## src/design/led_and_segment_pattern_generator_unit_macros.svh

```systemverilog
// Assertion macros shared by the pattern generator design.
`ifndef LED_AND_SEGMENT_PATTERN_GENERATOR_UNIT_MACROS_SVH
`define LED_AND_SEGMENT_PATTERN_GENERATOR_UNIT_MACROS_SVH

// Check that cons holds whenever ante holds, outside reset.
`define LSPG_ASSERT_SAME(lbl, ante, cons, msg) \
  lbl: assert property (@(posedge clk) disable iff (rst) (ante) |-> (cons)) else $error(msg);

// Check that cons holds in the cycle after ante, outside reset.
`define LSPG_ASSERT_NEXT(lbl, ante, cons, msg) \
  lbl: assert property (@(posedge clk) disable iff (rst) (ante) |=> (cons)) else $error(msg);

`endif

```

## src/design/lspg_pkg.sv

```systemverilog
// Package: types and constants of the LED and segment pattern generator.
`timescale 1ns / 1ps

package lspg_pkg;

  localparam int LSPG_COUNTER_WIDTH = 32;

  // Tick dividers and animation spans.
  localparam int LSPG_BLINK_DIV  = 100;
  localparam int LSPG_SWEEP_DIV  = 5;
  localparam int LSPG_DIGIT_DIV  = 40;
  localparam int LSPG_SWEEP_SPAN = 30;
  localparam int LSPG_TWIN_SPAN  = 14;
  localparam int LSPG_DEC_BASE   = 10;

  localparam int LSPG_SWEEP_HALF = 16;
  localparam int LSPG_TWIN_HALF  = 8;
  localparam int LSPG_LED_W      = 16;

  // Widths of the phase counters.
  localparam int LSPG_R5_W   = $clog2(LSPG_SWEEP_DIV);
  localparam int LSPG_R40_W  = $clog2(LSPG_DIGIT_DIV);
  localparam int LSPG_R100_W = $clog2(LSPG_BLINK_DIV);
  localparam int LSPG_P30_W  = $clog2(LSPG_SWEEP_SPAN);
  localparam int LSPG_Q14_W  = $clog2(LSPG_TWIN_SPAN);

  // Mirror value and its serial BCD conversion.
  localparam int LSPG_BIN_W      = 15;
  localparam int LSPG_BCD_DIGITS = 5;
  localparam int LSPG_BCD_W      = 4 * LSPG_BCD_DIGITS;
  localparam int LSPG_CNT_DIGITS = 4;
  localparam int LSPG_CNT_W      = 4 * LSPG_CNT_DIGITS;
  localparam int LSPG_SEG_W      = 32;

  typedef struct packed {
    logic                   blink;
    logic [LSPG_P30_W-1:0]  sweep_p;
    logic [LSPG_Q14_W-1:0]  twin_q;
    logic [3:0]             digit;
    logic [LSPG_CNT_W-1:0]  dec_count;
  } lspg_tmr_status_t;

  typedef struct packed {
    logic busy;
    logic done;
  } lspg_conv_status_t;

endpackage

```

## src/design/lspg_bcd_conv.sv

```systemverilog
// Bit-serial binary to packed BCD converter (shift and add three).
`timescale 1ns / 1ps

module lspg_bcd_conv (
  input  logic                             clk,
  input  logic                             rst,
  input  logic                             start,
  input  logic [lspg_pkg::LSPG_BIN_W-1:0]  bin_in,
  output lspg_pkg::lspg_conv_status_t      status,
  output logic [lspg_pkg::LSPG_BCD_W-1:0]  bcd_out
);
  import lspg_pkg::*;

  localparam int CNT_W = $clog2(LSPG_BIN_W);
  localparam logic [CNT_W-1:0] LAST = CNT_W'(LSPG_BIN_W - 1);

  logic [LSPG_BIN_W-1:0] bin_sr;
  logic [LSPG_BCD_W-1:0] bcd;
  logic [LSPG_BCD_W-1:0] bcd_adj;
  logic [CNT_W-1:0]      cnt;
  logic                  busy;
  logic                  done;

  // Add three to every digit of five or more before the shift.
  always_comb begin
    for (int i = 0; i < LSPG_BCD_DIGITS; i++) begin
      bcd_adj[4*i +: 4] = (bcd[4*i +: 4] >= 4'd5) ? bcd[4*i +: 4] + 4'd3 : bcd[4*i +: 4];
    end
  end

  always_ff @(posedge clk) begin
    if (rst) begin
      busy <= 1'b0;
      done <= 1'b0;
      cnt  <= '0;
    end else begin
      done <= 1'b0;
      if (start) begin
        busy <= 1'b1;
        cnt  <= '0;
      end else if (busy) begin
        cnt <= cnt + 1'b1;
        if (cnt == LAST) begin
          busy <= 1'b0;
          done <= 1'b1;
        end
      end
    end
  end

  always_ff @(posedge clk) begin
    if (start) begin
      bin_sr <= bin_in;
      bcd    <= '0;
    end else if (busy) begin
      bcd    <= {bcd_adj[LSPG_BCD_W-2:0], bin_sr[LSPG_BIN_W-1]};
      bin_sr <= {bin_sr[LSPG_BIN_W-2:0], 1'b0};
    end
  end

  assign status.busy = busy;
  assign status.done = done;
  assign bcd_out     = bcd;

endmodule

```

## src/design/lspg_tick_timer.sv

```systemverilog
// Tick counter with running remainders for the animation and display timers.
`timescale 1ns / 1ps

module lspg_tick_timer #(
  parameter int COUNTER_WIDTH = lspg_pkg::LSPG_COUNTER_WIDTH
) (
  input  logic                          clk,
  input  logic                          rst,
  input  logic                          advance,
  output lspg_pkg::lspg_tmr_status_t    status
);
  import lspg_pkg::*;

  localparam logic [LSPG_R5_W-1:0]   R5_LAST   = LSPG_R5_W'(LSPG_SWEEP_DIV - 1);
  localparam logic [LSPG_R40_W-1:0]  R40_LAST  = LSPG_R40_W'(LSPG_DIGIT_DIV - 1);
  localparam logic [LSPG_R100_W-1:0] R100_LAST = LSPG_R100_W'(LSPG_BLINK_DIV - 1);
  localparam logic [LSPG_P30_W-1:0]  P30_LAST  = LSPG_P30_W'(LSPG_SWEEP_SPAN - 1);
  localparam logic [LSPG_Q14_W-1:0]  Q14_LAST  = LSPG_Q14_W'(LSPG_TWIN_SPAN - 1);
  localparam logic [3:0]             DEC_LAST  = 4'(LSPG_DEC_BASE - 1);

  logic [COUNTER_WIDTH-1:0] tick;
  logic [LSPG_R5_W-1:0]     r5;
  logic [LSPG_R40_W-1:0]    r40;
  logic [LSPG_R100_W-1:0]   r100;
  logic [LSPG_P30_W-1:0]    p30;
  logic [LSPG_Q14_W-1:0]    q14;
  logic [3:0]               d10;
  logic                     blink;
  logic [LSPG_CNT_W-1:0]    dec_count;
  logic [LSPG_CNT_W-1:0]    dec_count_next;

  // Decimal increment, one digit carrying into the next.
  always_comb begin
    logic carry;
    carry = 1'b1;
    for (int i = 0; i < LSPG_CNT_DIGITS; i++) begin
      if (carry && dec_count[4*i +: 4] == DEC_LAST) begin
        dec_count_next[4*i +: 4] = 4'd0;
      end else begin
        dec_count_next[4*i +: 4] = dec_count[4*i +: 4] + {3'd0, carry};
        carry = 1'b0;
      end
    end
  end

  always_ff @(posedge clk) begin
    if (rst) begin
      tick      <= '0;
      r5        <= '0;
      r40       <= '0;
      r100      <= '0;
      p30       <= '0;
      q14       <= '0;
      d10       <= '0;
      blink     <= 1'b0;
      dec_count <= '0;
    end else if (advance) begin
      if (tick == '1) begin
        // Counter wraps: every derived value restarts at zero.
        tick      <= '0;
        r5        <= '0;
        r40       <= '0;
        r100      <= '0;
        p30       <= '0;
        q14       <= '0;
        d10       <= '0;
        blink     <= 1'b0;
        dec_count <= '0;
      end else begin
        tick      <= tick + 1'b1;
        dec_count <= dec_count_next;
        if (r5 == R5_LAST) begin
          r5  <= '0;
          p30 <= (p30 == P30_LAST) ? '0 : p30 + 1'b1;
          q14 <= (q14 == Q14_LAST) ? '0 : q14 + 1'b1;
        end else begin
          r5 <= r5 + 1'b1;
        end
        if (r40 == R40_LAST) begin
          r40 <= '0;
          d10 <= (d10 == DEC_LAST) ? 4'd0 : d10 + 4'd1;
        end else begin
          r40 <= r40 + 1'b1;
        end
        if (r100 == R100_LAST) begin
          r100  <= '0;
          blink <= ~blink;
        end else begin
          r100 <= r100 + 1'b1;
        end
      end
    end
  end

  assign status.blink     = blink;
  assign status.sweep_p   = p30;
  assign status.twin_q    = q14;
  assign status.digit     = d10;
  assign status.dec_count = dec_count;

endmodule

```

## src/design/led_and_segment_pattern_generator_unit.sv

```systemverilog
// Top level: LED and seven-segment pattern generator.
`timescale 1ns / 1ps
//
//  channel  | valid         | stall         | payload
//  ---------+---------------+---------------+--------------------------
//  switch   | switch_valid  | switch_stall  | switch_bits[15:0]
//  result   | result_valid  | result_stall  | led_bits[15:0], segment_bcd[31:0]
//
//  Work stage: a pattern-mode item is ready there in the cycle after it is
//  accepted; a mirror-mode item (switch 15 on) waits there while the
//  bit-serial BCD converter shifts in the 15 switch bits, one a cycle.
//  Reset: synchronous rst clears the tick counter, its remainders and all
//  valid flags. Stalls: the output register holds a result under
//  result_stall while the work stage can take the next item.

module led_and_segment_pattern_generator_unit #(
  parameter int COUNTER_WIDTH = lspg_pkg::LSPG_COUNTER_WIDTH
) (
  input  logic                                clk,
  input  logic                                rst,
  input  logic                                switch_valid,
  output logic                                switch_stall,
  input  logic [15:0]                         switch_bits,
  output logic                                result_valid,
  input  logic                                result_stall,
  output logic [lspg_pkg::LSPG_LED_W-1:0]     led_bits,
  output logic [lspg_pkg::LSPG_SEG_W-1:0]     segment_bcd
);
  import lspg_pkg::*;

  localparam int SWEEP_POS_W = $clog2(LSPG_LED_W);
  localparam int TWIN_POS_W  = $clog2(LSPG_TWIN_HALF);

  lspg_tmr_status_t  tmr;
  lspg_conv_status_t conv;

  logic                  accept;
  logic                  work_valid;
  logic                  work_mirror;
  logic [LSPG_LED_W-1:0] work_led;
  logic [LSPG_SEG_W-1:0] work_seg;
  logic                  work_ready;
  logic                  out_load;
  logic [LSPG_BCD_W-1:0] conv_bcd;

  logic [LSPG_LED_W-1:0] led_next;
  logic [LSPG_SEG_W-1:0] seg_next;
  logic [SWEEP_POS_W-1:0] sweep_pos;
  logic [TWIN_POS_W-1:0]  twin_pos;

  // Take a new item only when the work stage is empty.
  assign switch_stall = work_valid;
  assign accept       = switch_valid && !switch_stall;

  // Count every accepted item, mirror mode included.
  lspg_tick_timer #(
    .COUNTER_WIDTH(COUNTER_WIDTH)
  ) u_timer (
    .clk    (clk),
    .rst    (rst),
    .advance(accept),
    .status (tmr)
  );

  // Convert the mirrored switch value to decimal, one bit a cycle.
  lspg_bcd_conv u_conv (
    .clk    (clk),
    .rst    (rst),
    .start  (accept && switch_bits[15]),
    .bin_in (switch_bits[LSPG_BIN_W-1:0]),
    .status (conv),
    .bcd_out(conv_bcd)
  );

  // Fold the sweep and bounce phases into LED positions.
  always_comb begin
    sweep_pos = (tmr.sweep_p < LSPG_P30_W'(LSPG_SWEEP_HALF))
              ? SWEEP_POS_W'(tmr.sweep_p)
              : SWEEP_POS_W'(LSPG_P30_W'(LSPG_SWEEP_SPAN) - tmr.sweep_p);
    twin_pos  = (tmr.twin_q < LSPG_Q14_W'(LSPG_TWIN_HALF))
              ? TWIN_POS_W'(tmr.twin_q)
              : TWIN_POS_W'(LSPG_Q14_W'(LSPG_TWIN_SPAN) - tmr.twin_q);
  end

  // Form the LED and display words from the switches and the timer.
  always_comb begin
    if (switch_bits[15]) begin
      led_next = {1'b0, switch_bits[LSPG_BIN_W-1:0]};
    end else if (!switch_bits[1]) begin
      if (switch_bits[0]) begin
        led_next = tmr.blink ? '1 : '0;
      end else begin
        led_next = LSPG_LED_W'(1) << sweep_pos;
      end
    end else if (switch_bits[0]) begin
      // Mirrored halves: the two dots meet in the middle.
      led_next = (LSPG_LED_W'(1) << twin_pos) |
                 (LSPG_LED_W'(1) << (SWEEP_POS_W'(LSPG_LED_W - 1) - {1'b0, twin_pos}));
    end else begin
      // Parallel halves: the upper dot tracks the lower one.
      led_next = (LSPG_LED_W'(1) << twin_pos) |
                 (LSPG_LED_W'(1) << {1'b1, twin_pos});
    end

    if (!switch_bits[3]) begin
      seg_next = '0;
    end else if (switch_bits[2]) begin
      seg_next = {(LSPG_SEG_W / 4){tmr.digit}};
    end else begin
      seg_next = {{(LSPG_SEG_W - LSPG_CNT_W){1'b0}}, tmr.dec_count};
    end
  end

  // Hold the item in the work stage until its display word is complete.
  assign work_ready = work_valid && !conv.busy;
  assign out_load   = work_ready && (!result_valid || !result_stall);

  always_ff @(posedge clk) begin
    if (rst) begin
      work_valid <= 1'b0;
    end else if (accept) begin
      work_valid <= 1'b1;
    end else if (out_load) begin
      work_valid <= 1'b0;
    end
  end

  always_ff @(posedge clk) begin
    if (accept) begin
      work_mirror <= switch_bits[15];
      work_led    <= led_next;
      work_seg    <= seg_next;
    end
  end

  // Output register: load when free or being drained, drop after the take.
  always_ff @(posedge clk) begin
    if (rst) begin
      result_valid <= 1'b0;
    end else if (out_load) begin
      result_valid <= 1'b1;
    end else if (!result_stall) begin
      result_valid <= 1'b0;
    end
  end

  always_ff @(posedge clk) begin
    if (out_load) begin
      led_bits    <= work_led;
      segment_bcd <= work_mirror
                   ? {{(LSPG_SEG_W - LSPG_BCD_W){1'b0}}, conv_bcd}
                   : work_seg;
    end
  end

  `include "led_and_segment_pattern_generator_unit_macros.svh"

  `LSPG_ASSERT_NEXT(a_mirror_starts_conv, accept && switch_bits[15], conv.busy, "mirror item did not start the converter")
  `LSPG_ASSERT_SAME(a_conv_done_has_item, conv.done, work_valid && work_mirror, "converter finished with no mirror item waiting")
  `LSPG_ASSERT_SAME(a_phase_in_range, 1'b1, (tmr.sweep_p < LSPG_P30_W'(LSPG_SWEEP_SPAN)) && (tmr.twin_q < LSPG_Q14_W'(LSPG_TWIN_SPAN)) && (tmr.digit < 4'(LSPG_DEC_BASE)), "timer phase out of range")

endmodule

```

## config.mk

```make
export PLATFORM = sky130hd
export DESIGN_NAME = led_and_segment_pattern_generator_unit
export DESIGN_NICKNAME = d
export VERILOG_FILES = /design/src/design/lspg_pkg.sv /design/src/design/lspg_bcd_conv.sv /design/src/design/lspg_tick_timer.sv /design/src/design/led_and_segment_pattern_generator_unit.sv
export VERILOG_INCLUDE_DIRS = /design/src /design/src/design
export SDC_FILE = /design/constraint.sdc
export NUM_CORES = 1
export LEC_CHECK = 0
export BUFFER_PORTS_ARGS = -buffer_cell sky130_fd_sc_hd__buf_2
export CAP_MARGIN = 5
export CORE_MARGIN = 10
export CORE_UTILIZATION = 55
export DETAILED_ROUTE_END_ITERATION = 10
export GPL_ROUTABILITY_DRIVEN = 1
export PLACE_DENSITY = 0.78
export SLEW_MARGIN = 20
export SYNTH_ARGS = -nofsm -noshare
export SYNTH_HDL_FRONTEND = slang
export SYNTH_HIERARCHICAL = 1
export SYNTH_SLANG_ARGS = --single-unit
export TNS_END_PERCENT = 20
```

## constraint.sdc

```tcl
create_clock -name clk -period 5.6 [get_ports clk]
set_clock_uncertainty 0.1 [all_clocks]
set_input_delay 0.28 -clock clk [delete_from_list [all_inputs] [get_ports clk]]
set_output_delay 0.28 -clock clk [all_outputs]
set_load 0.1 [all_outputs]
```

==> Word-level counts from Yosys, hierarchy flattened <==
Index checks and enable logic that the tools add are counted.
{ "totals": {"input_bits": 20, "elab_cells": 141, "output_inout_bits": 50, "reg_bits": 217} }
{ "op_classes": {"mux": 49, "n_reduce_logical": 22, "addsub": 20, "bitwise": 3, "magnitude_cmp": 7, "n_eq_ne": 13, "shift": 4} }
{ "ops": {"columns": ["cell", "n"], "rows": [
  ["16-bit two-way mux", 6],
  ["4-bit two-way mux", 15],
  ["1-bit by 4-bit left shift with 16-bit output (first input constant)", 3],
  ["15-bit two-way mux", 3],
  ["32-bit by 1-bit adder with 32-bit output (second input constant)", 1],
  ["32-bit == test (second input constant)", 1],
  ["32-bit two-way mux", 1],
  ["16-bit OR", 2],
  ["4-bit == test (second input constant)", 7],
  ["4-bit by 3-bit >= comparator with 1-bit output (second input constant)", 5],
  ["20-bit two-way mux", 1],
  ["4-bit by 1-bit adder with 4-bit output (second input constant)", 4],
  ["4-bit by 2-bit adder with 4-bit output (second input constant)", 4],
  ["1-bit by 3-bit left shift with 16-bit output (first input constant)", 1],
  ["5-bit two-way mux", 3],
  ["7-bit two-way mux", 2],
  ["4-bit by 1-bit adder with 4-bit output", 3],
  ["1-bit two-way mux", 12],
  ["3-bit two-way mux", 4],
  ["6-bit two-way mux", 2],
  ["2-bit nonzero test", 5],
  ["2-bit AND reduction", 4],
  ["7-bit by 1-bit adder with 7-bit output (second input constant)", 1],
  ["7-bit == test (second input constant)", 1],
  ["18 further kinds", 27]
]} }

==> Logic depth before layout (Yosys ltp) <==
{ "depth": {"word_depth": 9, "mapped_depth": 10, "ltp_nobuf": 10} }

==> Cells and area by module <==
Netlist, hierarchy kept.
{ "modules_own_cells": {"columns": ["mod", "cells_per_inst", "n_inst", "area_per_inst_um2", "seq_area_each_um2"], "rows": [
  ["lspg_tick_timer", 454, 1, 3975.1, 1561.5],
  ["led_and_segment_pattern_generator_unit", 274, 1, 3731.1, 2352.3],
  ["lspg_bcd_conv", 211, 1, 2098.3, 970.9]
]} }

==> Worst setup path before layout <==
OpenSTA, ideal clock, no wires.
{ "synth_path": {"kind": "reg2reg", "start": "reg work_valid (netlist: switch_stall)", "end": "reg u_timer.p30[4]", "path_stages_with_launch": 10, "setup_time_ps": 117, "path_buffers": 3, "required_ps": 5383, "t_arrival_ps": 4142, "setup_slack_ps": 1241, "synth_period_minus_slack_ps": 4359, "cell_sequence": "dfxtp_1 > nor2b_1 > buf_4 > and4_1 > buf_4 > and4_1 > buf_4 > nand3_2 > a22o_1 > a32o_1"} }
{ "synth_between": {"elab_chain_len": 3} }
{ "synth_rtl": {"columns": ["item", "line", "source"], "rows": [
  ["start, declared", "led_and_segment_pattern_generator_unit.sv:38", "logic work_valid;"],
  ["start signal, assigned", "led_and_segment_pattern_generator_unit.sv:120", "work_valid <= 1'b0;"],
  ["start signal, assigned", "led_and_segment_pattern_generator_unit.sv:122", "work_valid <= 1'b1;"],
  ["start signal, assigned", "led_and_segment_pattern_generator_unit.sv:124", "work_valid <= 1'b0;"],
  ["1-bit zero test", "led_and_segment_pattern_generator_unit.sv:53", "assign accept = switch_valid && !switch_stall;"],
  ["1-bit logical AND", "led_and_segment_pattern_generator_unit.sv:53", null],
  ["named net accept", "led_and_segment_pattern_generator_unit.sv:37", "logic accept;"],
  ["2-bit AND reduction (no line)", null, null],
  ["end signal, assigned", "lspg_tick_timer.sv:74", "p30 <= (p30 == P30_LAST) ? '0 : p30 + 1'b1;"],
  ["end, declared", "lspg_tick_timer.sv:25", "logic [LSPG_P30_W-1:0] p30;"]
]} }
The timed path passes the listed nets, and every way through them passes these cells.
A chain may end at the register's enable or synchronous reset.

==> Final worst setup path <==
{ "layout_path": {"start": "reg work_valid (netlist: switch_stall)", "end": "reg u_timer.q14[3]"} }
{ "layout_between": {"elab_chain_len": 3} }
{ "layout_rtl": {"columns": ["item", "line", "source"], "rows": [
  ["1-bit zero test", "led_and_segment_pattern_generator_unit.sv:53", null],
  ["1-bit logical AND", "led_and_segment_pattern_generator_unit.sv:53", null],
  ["named net accept", "led_and_segment_pattern_generator_unit.sv:37", null],
  ["2-bit AND reduction (no line)", null, null],
  ["end signal, assigned", "lspg_tick_timer.sv:75", "q14 <= (q14 == Q14_LAST) ? '0 : q14 + 1'b1;"],
  ["end, declared", "lspg_tick_timer.sv:26", "logic [LSPG_Q14_W-1:0] q14;"]
]} }
The timed path passes the listed nets, and every way through them passes these cells.

==> results.md <==
* Outcome: finished clean
* Die height at 153.3 microns
* Total Routed Length at 19,560 microns
* Final hold viol count at 0
* Worst path slowest cell: buf_4
* Clock Power Share at 34.2%
* Skew-Pair Late Insertion Delay at 0.44 ns
* Cell Area, Placed at 10,150 sq um
* RSZ-0062 raised after global routing: no
* Synth Cell Area at 9767 sq um
* Fin area at 10,760 sq um
* TritonCTS Buffers at 17
* Largest fanout on the critical path at 71
* Synth Net Count at 992
* First-pass GRT wire length at 32,820 microns
* Worst Path Buf+Inv at 1
* Area growth from synthesis to layout at 10.13%
* Period minus WS final at 3.345 ns
* Setup violators final at 0
* Port Buffers at 69
* GRT Total Usage at 16.36%
* Clock transition at path regs at 0.08 ns
* Vias per Instance at 5.777
* GP Congestion at 0.9346
* Cell area power density at 328.4 nW/um^2
* Final setup TNS at 0 ns
* Mapped Avg Cell Area at 10.45 sq um
* Worst-Margin Slew at 0.9557 ns
* DP Wirelength at 13,420 microns
* Sequential Power Share at 48.7%
* Area of the multi-input gates at 4502 sq um
* CP top delay family: simple AND/OR/NAND/NOR gates
* H-tree depth at 4
* Clock Path Buffers at 2
* Final Slew Violations at 0
* WL/cell at 16.13 microns
* GRT overflow at 0
* Hold Buf Count CTS at 0
* CTS tree: built
* Sw Share at 31.71%
* Psw at 1.120 mW
* ANT nets after route at 0
* Commonest non-fill, non-tap cell in the layout: dfxtp_1
* Period utilization at 59.74%
* CP required at 5.86 ns
* Die area at 23,490 sq um
* Peak supply drop at 0.2941 mV
* Layout cells sized above 1 at 17.71%
* Largest net degree at the start of global routing at 72
* Storage cell area at 4865 sq um
* DRC errors left at 0
* Vias in the first global route at 6,545
* Worst path cell trace: nor2b_4 -> buf_4 -> nand3_1 -> a31oi_1 -> nand2_1 -> a31oi_1
* Total core area at 17,360 sq um
* Layout Nets at 1,032
* Worst slew margin at 36.28%
* Most frequent cells in the layout: 105 x dfxtp_1, 92 x edfxtp_1, 78 x nor2_1
* Cell Rows at 48
* Synth Instances at 935
* Via count at 7,007
* Crit. End Element: register
* Setup bufs post-CTS at 0
* Die width at 153.3 microns
* Detailed Routing Iterations Pass 1 at 5
* Critical Path AT at 3.60 ns
* Max Clock Freq at 0.2989 GHz
* Fillers at 1,412
* Yosys warns at 6
* P_int at 2.413 mW
* Post-cts sizing count at 0
* Root Driver: clkbuf_16
* Antenna Cells at 0
* Worst path max stage delay at 0.70 ns
* Combinational Power Share at 17.1%
* Tightest Hold Check Type: in -> reg
* Lkg Pwr at 3.780 nW
* Crit path kind: reg -> reg
* DR iter-0 viols at 476
* Num Clock Sinks at 197
* Most used cell along the critical path: a31oi_1
* Num ports at 70
* Total of max-cap violations at 0
* Initial core utilization at 56.27%
* Initial antenna violation count at 0
* CP Launch Type: register
==> flip-flops by register name, summed over array words and instances, names as in the netlist, 3 cells and up <==
register,count
led_bits,16
u_timer/r40,6
segment_bcd,24
u_timer/tick,32
work_seg,20
u_timer/p30,5
u_conv/cnt,4
u_conv/bcd_out,20
u_timer/d10,4
u_timer/dec_count,16
u_timer/q14,4
u_timer/r5,3
u_conv/bin_sr,15
work_led,16
u_timer/r100,7
==> power groups by stage <==
stage               combinational, mW  clock (mW)  sequential (mW)
floorplan                       0.334           0             1.90
global placement                0.587           0             1.75
detailed placement              0.601           0             1.75
CTS                             0.604        1.23             1.72
global route                    0.657        1.28             1.74
finish                          0.605        1.21             1.72
==> through the flow <==
| stage | utilization [%] | setup WS [ns] | hold slack (ns) | std cells | power, mW |
|---|---|---|---|---|---|
| floorplan | - | 1.241 | 0.2491 | 935 | 2.233 |
| global placement | 58.51 | 2.340 | 0.3018 | 1181 | 2.336 |
| detailed placement | 58.51 | 2.245 | 0.3057 | 1181 | 2.354 |
| CTS | 61.97 | 2.273 | 0.01233 | 1213 | 3.554 |
| global route | 61.97 | 1.946 | 0.03418 | 1213 | 3.676 |
| finish | 61.97 | 2.255 | 0.02313 | 1213 | 3.533 |
==> area by class of cell <==
class / instances / area share, %
Clock buffer: 17 / 3.955
Multi-Input combinational cell: 651 / 41.85
Tap cell: 225 / 2.617
Timing Repair Buffer: 73 / 3.490
Inverter: 35 / 1.221
Clock inverter: 15 / 1.640
Sequential cell: 197 / 45.22
==> worst reg2reg max path: stages, from the launching register on <==
cell	delay, ns
dfxtp_1	0.36
nor2b_4	0.56
buf_4	0.71
nand3_1	0.55
a31oi_1	0.71
nand2_1	0.13
a31oi_1	0.15
==> routing by layer <==
layer | up-vias | track usage (%) | wire length, microns
met3 | 15 | 4.237 | 1067
met5 | - | 0 | 0
met4 | 0 | 4.269 | 167
met1 | 3343 | 22.06 | 9252
li1 | 3495 | - | -
met2 | 154 | 25.50 | 9074
==> worst paths after layout <==
kind	startpoint	endpoint	slack, ns	depth (start not counted)
setup reg to reg	switch_stall	u_timer/q14[3]	2.25	6
setup / recovery	switch_stall	u_timer/q14[3]	2.25	6
hold reg to reg	work_led[7]	led_bits[7]	0.32	0
hold / removal	result_stall	result_valid	0.02	3
No activity file was read; power rests on OpenSTA's default activity.
